### config.mk
export PLATFORM = sky130hd
export DESIGN_NAME = sv39ptm_ctrl
export DESIGN_NICKNAME = d
export VERILOG_FILES = /design/src/rtl/core/sv39ptm_pkg.sv /design/src/rtl/core/sv39ptm_ctrl.sv
export VERILOG_INCLUDE_DIRS = /design/src /design/src/rtl/core
export SDC_FILE = /design/constraint.sdc
export NUM_CORES = 1
export LEC_CHECK = 0
export BUFFER_PORTS_ARGS = -buffer_cell sky130_fd_sc_hd__buf_2
export CORE_ASPECT_RATIO = 1.2
export CORE_MARGIN = 2
export CORE_UTILIZATION = 46
export CTS_BUF_LIST = sky130_fd_sc_hd__clkbuf_8
export DETAILED_ROUTE_END_ITERATION = 10
export HOLD_SLACK_MARGIN = 0.03
export PLACE_DENSITY_LB_ADDON = 0.1
export SLEW_MARGIN = 25
export SYNTH_ARGS = -nofsm -noshare
export SYNTH_HDL_FRONTEND = slang
export SYNTH_SLANG_ARGS = --single-unit
### constraint.sdc
create_clock -name clk_i -period 2.1 [get_ports clk_i]
set_input_delay 0.63 -clock clk_i [delete_from_list [all_inputs] [get_ports clk_i]]
set_output_delay 0.63 -clock clk_i [all_outputs]
set_load 0.01 [all_outputs]
### src/rtl/core/sv39_page_table_mapper_assert.svh
// assertion macros shared by the page table mapper rtl
// expects clk_i and rst_ni in the scope of the including module
`ifndef SV39_PAGE_TABLE_MAPPER_ASSERT_SVH
`define SV39_PAGE_TABLE_MAPPER_ASSERT_SVH

// same-cycle implication
`define SV39PTM_ASSERT_IMPL(name, ante, cons, msg) \
  name: assert property (@(posedge clk_i) disable iff (!rst_ni) (ante) |-> (cons)) \
    else $error(msg);

// next-cycle implication
`define SV39PTM_ASSERT_NEXT(name, ante, cons, msg) \
  name: assert property (@(posedge clk_i) disable iff (!rst_ni) (ante) |=> (cons)) \
    else $error(msg);

`endif

### src/rtl/core/sv39ptm_pkg.sv
// shared types and constants for the sv39 page table mapper
// no dependencies
`default_nettype none

package sv39ptm_pkg;

  localparam int unsigned SPTM_STORE_PAGES  = 64;
  localparam int unsigned SPTM_TABLE_LEVELS = 3;

  localparam int unsigned PAGE_W    = 44;
  localparam int unsigned VA_W      = 39;
  localparam int unsigned PA_W      = 56;
  localparam int unsigned FLAGS_W   = 10;
  localparam int unsigned WIDX_W    = 15;
  localparam int unsigned WORD_W    = 64;
  localparam int unsigned PPN_W     = 54;
  localparam int unsigned CFG_IDX_W = 1;

  localparam logic [PAGE_W-1:0] RST_FREE_START = 44'd0;
  localparam logic [PAGE_W-1:0] RST_FREE_END   = 44'd64;

  localparam logic [CFG_IDX_W-1:0] CFG_FREE_START = 1'd0;
  localparam logic [CFG_IDX_W-1:0] CFG_FREE_END   = 1'd1;

  typedef enum logic [1:0] {
    CMD_MAP   = 2'd0,
    CMD_ALLOC = 2'd1,
    CMD_READ  = 2'd2
  } cmd_e;

  typedef enum logic [2:0] {
    ST_OK           = 3'd0,
    ST_VA_UNALIGNED = 3'd1,
    ST_PA_UNALIGNED = 3'd2,
    ST_NO_MEM       = 3'd3,
    ST_OUTSIDE      = 3'd4
  } status_e;

  typedef enum logic [3:0] {
    DP_NOP,
    DP_LOAD,
    DP_ROOT,
    DP_RD_ENT,
    DP_TAKE_ENT,
    DP_GRAB,
    DP_ZERO,
    DP_LINK,
    DP_SLOT,
    DP_LEAF,
    DP_RD_WORD
  } dp_op_e;

  typedef struct packed {
    dp_op_e  op;
    logic    fin;
    status_e fin_st;
  } dp_cmd_t;

  typedef struct packed {
    logic [1:0] cmd;
    logic       va_unal;
    logic       pa_unal;
    logic       root_ok;
    status_e    grab_st;
    logic       widx_ok;
    logic       ent_valid;
    logic       next_ok;
    logic       level_last;
    logic       zero_last;
  } dp_stat_t;

endpackage

`default_nettype wire

### src/rtl/core/sv39ptm_ctrl.sv
// controller: sequences map, alloc and read commands over the datapath
// depends on sv39ptm_pkg and sv39_page_table_mapper_assert.svh
`default_nettype none
`include "sv39_page_table_mapper_assert.svh"

module sv39ptm_ctrl import sv39ptm_pkg::*; (
  input  wire logic     clk_i,
  input  wire logic     rst_ni,
  input  wire logic     start_i,
  output logic          busy_o,
  output logic          done_o,
  output dp_cmd_t       dp_cmd_o,
  input  wire dp_stat_t dp_stat_i
);

  typedef enum logic [3:0] {
    S_IDLE,
    S_DECODE,
    S_RD_ENT,
    S_CHK_ENT,
    S_ZERO,
    S_LINK,
    S_SLOT,
    S_LEAF,
    S_RD_WORD,
    S_RD_FIN
  } state_e;

  state_e  state_q, state_d;
  logic    done_q;
  dp_cmd_t cmd_d;

  always_comb begin
    state_d       = state_q;
    cmd_d.op      = DP_NOP;
    cmd_d.fin     = 1'b0;
    cmd_d.fin_st  = ST_OK;
    unique case (state_q)
      S_IDLE: begin
        if (start_i) begin
          cmd_d.op = DP_LOAD;
          state_d  = S_DECODE;
        end
      end
      S_DECODE: begin
        unique case (dp_stat_i.cmd)
          CMD_MAP: begin
            priority if (dp_stat_i.va_unal) begin
              cmd_d.fin    = 1'b1;
              cmd_d.fin_st = ST_VA_UNALIGNED;
            end else if (dp_stat_i.pa_unal) begin
              cmd_d.fin    = 1'b1;
              cmd_d.fin_st = ST_PA_UNALIGNED;
            end else if (!dp_stat_i.root_ok) begin
              cmd_d.fin    = 1'b1;
              cmd_d.fin_st = ST_OUTSIDE;
            end else begin
              cmd_d.op = DP_ROOT;
              state_d  = S_RD_ENT;
            end
          end
          CMD_ALLOC: begin
            if (dp_stat_i.grab_st != ST_OK) begin
              cmd_d.fin    = 1'b1;
              cmd_d.fin_st = dp_stat_i.grab_st;
            end else begin
              cmd_d.op = DP_GRAB;
              state_d  = S_ZERO;
            end
          end
          CMD_READ: begin
            if (!dp_stat_i.widx_ok) begin
              cmd_d.fin    = 1'b1;
              cmd_d.fin_st = ST_OUTSIDE;
            end else begin
              state_d = S_RD_WORD;
            end
          end
          default: begin
            cmd_d.fin = 1'b1;
          end
        endcase
      end
      S_RD_ENT: begin
        cmd_d.op = DP_RD_ENT;
        state_d  = S_CHK_ENT;
      end
      S_CHK_ENT: begin
        priority if (dp_stat_i.ent_valid) begin
          cmd_d.op = DP_TAKE_ENT;
          state_d  = S_SLOT;
        end else if (dp_stat_i.grab_st != ST_OK) begin
          cmd_d.fin    = 1'b1;
          cmd_d.fin_st = dp_stat_i.grab_st;
        end else begin
          cmd_d.op = DP_GRAB;
          state_d  = S_ZERO;
        end
      end
      S_ZERO: begin
        cmd_d.op = DP_ZERO;
        if (dp_stat_i.zero_last) begin
          if (dp_stat_i.cmd == CMD_ALLOC) begin
            cmd_d.fin = 1'b1;
          end else begin
            state_d = S_LINK;
          end
        end
      end
      S_LINK: begin
        cmd_d.op = DP_LINK;
        state_d  = S_SLOT;
      end
      S_SLOT: begin
        if (!dp_stat_i.next_ok) begin
          cmd_d.fin    = 1'b1;
          cmd_d.fin_st = ST_OUTSIDE;
        end else begin
          cmd_d.op = DP_SLOT;
          state_d  = dp_stat_i.level_last ? S_LEAF : S_RD_ENT;
        end
      end
      S_LEAF: begin
        cmd_d.op  = DP_LEAF;
        cmd_d.fin = 1'b1;
      end
      S_RD_WORD: begin
        cmd_d.op = DP_RD_WORD;
        state_d  = S_RD_FIN;
      end
      S_RD_FIN: begin
        cmd_d.fin = 1'b1;
      end
      default: begin
        state_d = S_IDLE;
      end
    endcase
    if (cmd_d.fin) begin
      state_d = S_IDLE;
    end
  end

  always_ff @(posedge clk_i or negedge rst_ni) begin
    if (!rst_ni) begin
      state_q <= S_IDLE;
      done_q  <= 1'b0;
    end else begin
      state_q <= state_d;
      done_q  <= cmd_d.fin;
    end
  end

  assign dp_cmd_o = cmd_d;
  assign busy_o   = (state_q != S_IDLE);
  assign done_o   = done_q;

  `SV39PTM_ASSERT_NEXT(a_done_single, done_o, !done_o, "result strobe longer than one cycle")
  `SV39PTM_ASSERT_NEXT(a_start_decode, start_i && !busy_o, state_q == S_DECODE, "word not decoded")
  `SV39PTM_ASSERT_NEXT(a_zero_hold, (state_q == S_ZERO) && !dp_stat_i.zero_last, state_q == S_ZERO, "page clear cut short")
  `SV39PTM_ASSERT_IMPL(a_done_after_busy, done_o, $past(busy_o), "result without a command")

endmodule

`default_nettype wire

==> key figures, run 1 <==
Run status
  – Status: finished, violations left
  – Violated checks: setup timing

Detailed routing
  – DR WL met2: around 1800 microns
  – Final wirelength: around 3800 microns
  – Routed wire per std cell: ~22 microns
  – Top Metal Used: met4
  – Met1 wire length: approximately 1300 microns
  – WL met3: between 300 and 400 microns
  – Pre-antenna DRT Iters: 4
  – DR vias/cell: about 6.6
  – DRC: 0
  – DRT iter0 DRCs: between 40 and 50
  – Number of routed nets with antenna violations: 0
  – Via Count: roughly 1200

Power
  – Part of the power in combinational logic: approximately four fifths
  – Clock share of power: approximately a tenth
  – Register share of total power: 10.9%
  – PnR Total Power: between 0.0015 and 0.002 W
  – Leak Pwr: 0.6716 nW
  – Sw power: approximately 0.00077 W
  – Internal power: just under 0.0009 W
  – Max IR drop VDD: 0.0009535 V
  – Power Density: between 1000 and 1500 nW/um^2
  – Net Sw Frac: approximately 47%

Synth
  – Most used DFF post-synth: dfrtp_1
  – Area contributors post-synth: dfrtp_1 16%, ha_1 6.5%, inv_1 4.4%, nor2_1 4.4%, a21oi_1 3.9%
  – Syn. warnings: 0
  – Synthesized Nets: approximately 120
  – Cells after synthesis: 96
  – Post-synth top cells: 9 x inv_1, 9 x nor2_1, 6 x a21oi_1, 6 x o21ai_0
  – Post-Syn Area: around 770 sq um
  – Leading area contributor after synthesis: dfrtp_1
  – Post-synth EDFFs: 0
  – Synthesis-stage register bit count: 5
  – Synth async-reset ratio: 100.0%
  – Post-synthesis sequential area ratio: about 16%
  – Netlist cell types: 44
  – Syn avg cell area: just over 8 sq um
  – Top-area cell type share of the netlist area: between 10% and 20%

Global route
  – Largest net degree at the start of global routing: 11
  – Initial antenna violation count: 0
  – GRT overflow: 0
  – First-pass GRT wire length: roughly 5000 microns
  – Vias in the first global route: between 1000 and 1500
  – GRT Util Overall: 31.20%

Place
  – Routability cong.: 0.8589
  – Placed cell count: between 150 and 200
  – Port Buffers: 25
  – Dpl ws: -0.3223 ns
  – HPWL after DPL: 1940 microns

Flow run
  – MaxCap Viol Count: 0

Critical path
  – Data required, critical path: about 1.5 ns
  – CP endpoint kind: output pin
  – Critical path peak fanout: 6
  – Worst r2r dst: state_q[2]$_DFFE_PN0P_
  – Crit Path Class: reg2out
  – CP startpoint kind: flop
  – Worst R2R Start: state_q[0]$_DFFE_PN0P_
  – R2r setup slk: 0.17 ns
  – Reg2Reg Depth: 6
  – Critical Path AT: 1.77 ns

Clock tree
  – Clock Latency Late Sink: approximately 0.22 ns
  – TritonCTS Buffers: 3
  – Worst-path clk slew: 0.04 ns
  – CTS Sinks: 5
  – Hold buffer count at cts: 0
  – CTS Root Cell: clkbuf_8
  – Clock Path Buffers: 2
  – CTS tree: done
  – H-Tree Depth: 1

Finish
  – Antenna cells: 0
  – Finished Layout Cells: about 170
  – Final nets: 177
  – Ratio of cells with drive above 1 in the final layout: approximately 62%
  – Synth-to-Final Area Change: 82.20%
  – Final core utilization: between 80 and 90%

Timing
  – # setup viols final: 9
  – Clock skew: about 0.0022 ns
  – Final Hold Slack: between 0.2 and 0.25 ns
  – Max Freq: about 420 MHz
  – Worst Tran Pin Value: slightly above 0.4 ns
  – Final Hold Fails: 0
  – Setup ws final: -0.2989 ns
  – Crit path time final: roughly 2.4 ns
  – RSZ-0062 raised after global routing: true
  – Worst relative slew slack: 72.91%
  – Final Max Tran Viols: 0
  – Period utilisation layout: 114.2%

Floorplan
  – Initial core utilization: around 48%
  – # IOs: 26
  – Row cnt: 16
  – Core Region: approximately 1600 sq um
  – Die H: around 49 microns
  – DIE WIDTH: 41.43 microns
  – Die ar.: slightly above 2000 sq um

Worst hold path
  – Min-delay worst type: in2async
[final cells by class]
class	instances	area, sq um
clock buffers	3	41.29
clock inverters	1	3.754
fillers	85	192.7
inverters	9	43.79
multi-input cells	77	705.7
flip-flops and latches	5	127.6
well taps	18	22.52
repair buffers	61	464.2
[how the worst max path moves through the flow]
stage / startpoint / endpoint / slack, ns / cells past startpoint
final: state_q[0]$_DFFE_PN0P_ / dp_cmd_o[1] / -0.30 / 5
after global routing: state_q[0]$_DFFE_PN0P_ / dp_cmd_o[4] / -0.37 / 5
after CTS: state_q[1]$_DFFE_PN0P_ / dp_cmd_o[2] / -0.23 / 5
after detailed placement: dp_stat_i[12] / dp_cmd_o[3] / -0.32 / 7
after global placement: dp_stat_i[11] / dp_cmd_o[2] / -0.31 / 8
after floorplan: dp_stat_i[12] / dp_cmd_o[2] / -0.001 / 4
[worst max-delay path: stages (launching register included)]
cell and delay (ns):
dfrtp_2 0.44, or4b_4 0.54, nor2_4 0.11, a21o_1 0.18, a32o_2 0.17, buf_6 0.11
[layout by cell type, fill, tap and decap left out, types with 2 or more instances in the layout]
cell type	n
nor2_4	2
nor3_1	4
buf_6	9
nor2_1	7
clkbuf_8	3
nor4_1	2
dfrtp_2	2
a21oi_1	5
nand2b_4	2
buf_8	2
o21ai_0	5
inv_1	7
ha_4	3
nand2_1	4
buf_2	17
a21o_1	2
inv_4	2
or3_1	3
a31oi_1	2
buf_4	33
dfrtp_1	3
nor2b_1	2
[registers in the layout, indices dropped and copies added (netlist names)]
name     count
done_o       1
state_q      4
[repair_timing]
action	4_1_cts	5_1_grt
setup endpoints to repair	8	8
gates resized for setup	30	17
buffers inserted	9	2
pin swaps	10	9
cloned	0	0
[cell families (layout without fill, tap and decap cells)]
group	Yosys count	count (layout)	synth area share, %
compound gates	34	34	34.79
buf+inv	14	74	8.737
flops	5	5	16.18
mux	1	1	1.456
fa+ha+maj	4	4	6.473
simple gates	37	37	31.23
xor+xnor	1	1	1.133
[power groups by stage]
stage | combinational (W) | sequential [W] | clock (W)
floorplan | 0.000639 | 0.000168 | 0
global placement | 0.000960 | 0.000167 | 0
detailed placement | 0.000977 | 0.000169 | 0
CTS | 0.00111 | 0.000173 | 0.000172
global route | 0.00135 | 0.000187 | 0.000185
finish | 0.00129 | 0.000180 | 0.000176
[through the flow]
stage               instance area, sq um  setup TNS, ns
detailed placement                  1094         -2.301
global placement                    1094         -2.004
CTS                                 1318         -1.384
floorplan                          784.5      -0.001489
global route                        1409         -2.235
finish                              1409         -1.863
[routing by layer]
layer	vias up	global-route usage [%]
li1	486	-
met3	34	7.778
met2	95	54.43
met5	-	0
met1	537	32.35
met4	0	20.43
Power figures use the tool's default switching activity.
==> run 2: changes to the inputs <==
--- a/config.mk
+++ b/config.mk
@@ -12,6 +12,7 @@
 export CORE_UTILIZATION = 46
 export CTS_BUF_LIST = sky130_fd_sc_hd__clkbuf_8
 export DETAILED_ROUTE_END_ITERATION = 10
+export GPL_TIMING_DRIVEN = 0
 export HOLD_SLACK_MARGIN = 0.03
 export PLACE_DENSITY_LB_ADDON = 0.1
 export SLEW_MARGIN = 25
==> key figures, run 2 (same netlist as run 1, synthesis figures left out) <==
Run status
  – Status: finished, violations left
  – Violated checks: setup timing

Floorplan
  – Core Region: roughly 1600 sq um
  – # IOs: 26
  – Die H: between 40 and 50 microns
  – Die ar.: roughly 2000 sq um
  – Row cnt: 16
  – DIE WIDTH: roughly 41 microns
  – Initial core utilization: 48.28%

Detailed routing
  – DR vias/cell: approximately 6.5
  – Via Count: approximately 1100
  – DRT iter0 DRCs: 66
  – DRC: 0
  – Number of routed nets with antenna violations: 0
  – Final wirelength: approximately 3300 microns
  – Routed wire per std cell: ~20 microns
  – Pre-antenna DRT Iters: 4

Finish
  – Synth-to-Final Area Change: 79.13%
  – Most frequent cells in the layout: 20 x buf_4, 17 x buf_2, 7 x buf_6, 7 x inv_1, 7 x nor2_1
  – Most common cell after layout, fill and taps aside: buf_4
  – Final instance area: 1385 sq um
  – Ratio of cells with drive above 1 in the final layout: between 60% and 70%
  – Final core utilization: a little under 90%
  – Antenna cells: 0
  – Max reg flops: 4
  – Final nets: 166
  – Biggest register: state_q

Critical path
  – Worst R2R Start: state_q[1]$_DFFE_PN0P_
  – Setup crit end: dp_cmd_o[0]
  – Reg2Reg Depth: 9
  – Critical path peak fanout: 3
  – R2r setup slk: -0.04 ns
  – CP endpoint kind: output pin
  – Data required, critical path: roughly 1.5 ns
  – CP startpoint kind: flop
  – Setup crit start: state_q[1]$_DFFE_PN0P_
  – Critical Path AT: approximately 1.8 ns
  – Worst r2r dst: state_q[0]$_DFFE_PN0P_
  – Crit Path Class: reg2out

Clock tree
  – TritonCTS Buffers: 3
  – Worst-path clk slew: ~0.04 ns
  – CTS tree: done
  – Hold buffer count at cts: 0
  – Clock Path Buffers: 2
  – H-Tree Depth: 1
  – CTS Root Cell: clkbuf_8
  – CTS Sinks: 5
  – Clock Latency Late Sink: between 0.2 and 0.25 ns

Timing
  – Period utilisation layout: 116.0%
  – Worst Tran Pin Value: ~0.42 ns
  – Crit path time final: roughly 2.4 ns
  – Max Freq: a little over 400 MHz
  – RSZ-0062 raised after global routing: true
  – Setup ws final: -0.3354 ns
  – # setup viols final: 9
  – Clock skew: approximately 0.0054 ns
  – Worst relative slew slack: between 70% and 80%
  – Final Max Tran Viols: 0
  – Final Hold Fails: 0
  – TNS Setup: -2.031 ns

Place
  – Routability cong.: between 0.9 and 1
  – Port Buffers: 25
  – HPWL after DPL: around 1700 microns
  – Area after DPL: approximately 930 sq um

Worst hold path
  – Min-delay worst type: in2async

Power
  – Power Density: around 1200 nW/um^2
  – Leak Pwr: around 0.63 nW
  – Max IR drop VDD: 0.0007998 V

Flow run
  – MaxCap Viol Count: 0

Global route
  – GRT overflow: 0
  – First-pass GRT wire length: 4422 microns
  – GRT Util Overall: 28.15%
  – Initial antenna violation count: 0
  – Largest net degree at the start of global routing: 11
  – Vias in the first global route: between 900 and 1000
## run 2: changes by cell type in the layout (fill, tap and decap cells not counted), sizes merged
cell | before | now
buf | 61 | 49
clkbuf | 3 | 4
## run 2: stage by stage
stage,instances,power [W],setup slack (ns),hold WS [ns]
3_3_place_gp,139,0.001028,-0.3527,0.4428
6_report,163,0.001639,-0.3354,0.2172
5_1_grt,163,0.001716,-0.3852,0.2164
2_1_floorplan,96,0.0008072,-0.001489,0.3344
4_1_cts,159,0.001465,-0.2884,0.2210
3_5_place_dp,139,0.001035,-0.3615,0.4543
## run 2: critical path, cell delays in order (launching register included)
cell	delay, ns
dfrtp_1	0.41
or4b_4	0.60
nor2_4	0.12
a21o_1	0.17
a32o_1	0.14
buf_2	0.13
## run 2: final cells by class
type / count / area, sq um
Inverter: 9 / 48.80
Sequential cell: 5 / 127.6
Tap cell: 18 / 22.52
Fill cell: 72 / 216.5
Timing Repair Buffer: 46 / 370.4
Multi-Input combinational cell: 77 / 732.0
Clock inverter: 1 / 3.754
Clock buffer: 3 / 41.29
Buffer: 4 / 38.79
## run 2: what timing repair did
action | CTS | global route
resized for setup | 40 | 20
buffers inserted | 16 | 5
setup endpoints to repair | 9 | 9
cloned | 0 | 0
pin swaps | 12 | 11
## run 2: layer usage
| layer | share of wire, % | GRT usage, % | vias to the layer above |
|---|---|---|---|
| met4 | 7.1 | 18.82 | 0 |
| li1 | - | - | 461 |
| met2 | 50 | 49.74 | 86 |
| met1 | 34 | 30.28 | 481 |
| met3 | 8.4 | 4.074 | 28 |
| met5 | 0 | 0 | - |
## run 2: how the worst min path moves through the flow
stage / start / endpoint / slack [ns] / depth (start not counted)
2_1_floorplan: rst_ni / done_o$_DFF_PN0_ / 0.33 / 0
3_3_place_gp: rst_ni / done_o$_DFF_PN0_ / 0.44 / 1
3_5_place_dp: rst_ni / state_q[0]$_DFFE_PN0P_ / 0.45 / 1
4_1_cts: rst_ni / done_o$_DFF_PN0_ / 0.22 / 1
5_1_grt: rst_ni / done_o$_DFF_PN0_ / 0.22 / 1
6_report: rst_ni / done_o$_DFF_PN0_ / 0.22 / 1
## run 2: power breakdown
group          internal (W)  switching [W]
Sequential         0.000137      0.0000419
Combinational      0.000616       0.000661
Clock              0.000126      0.0000564
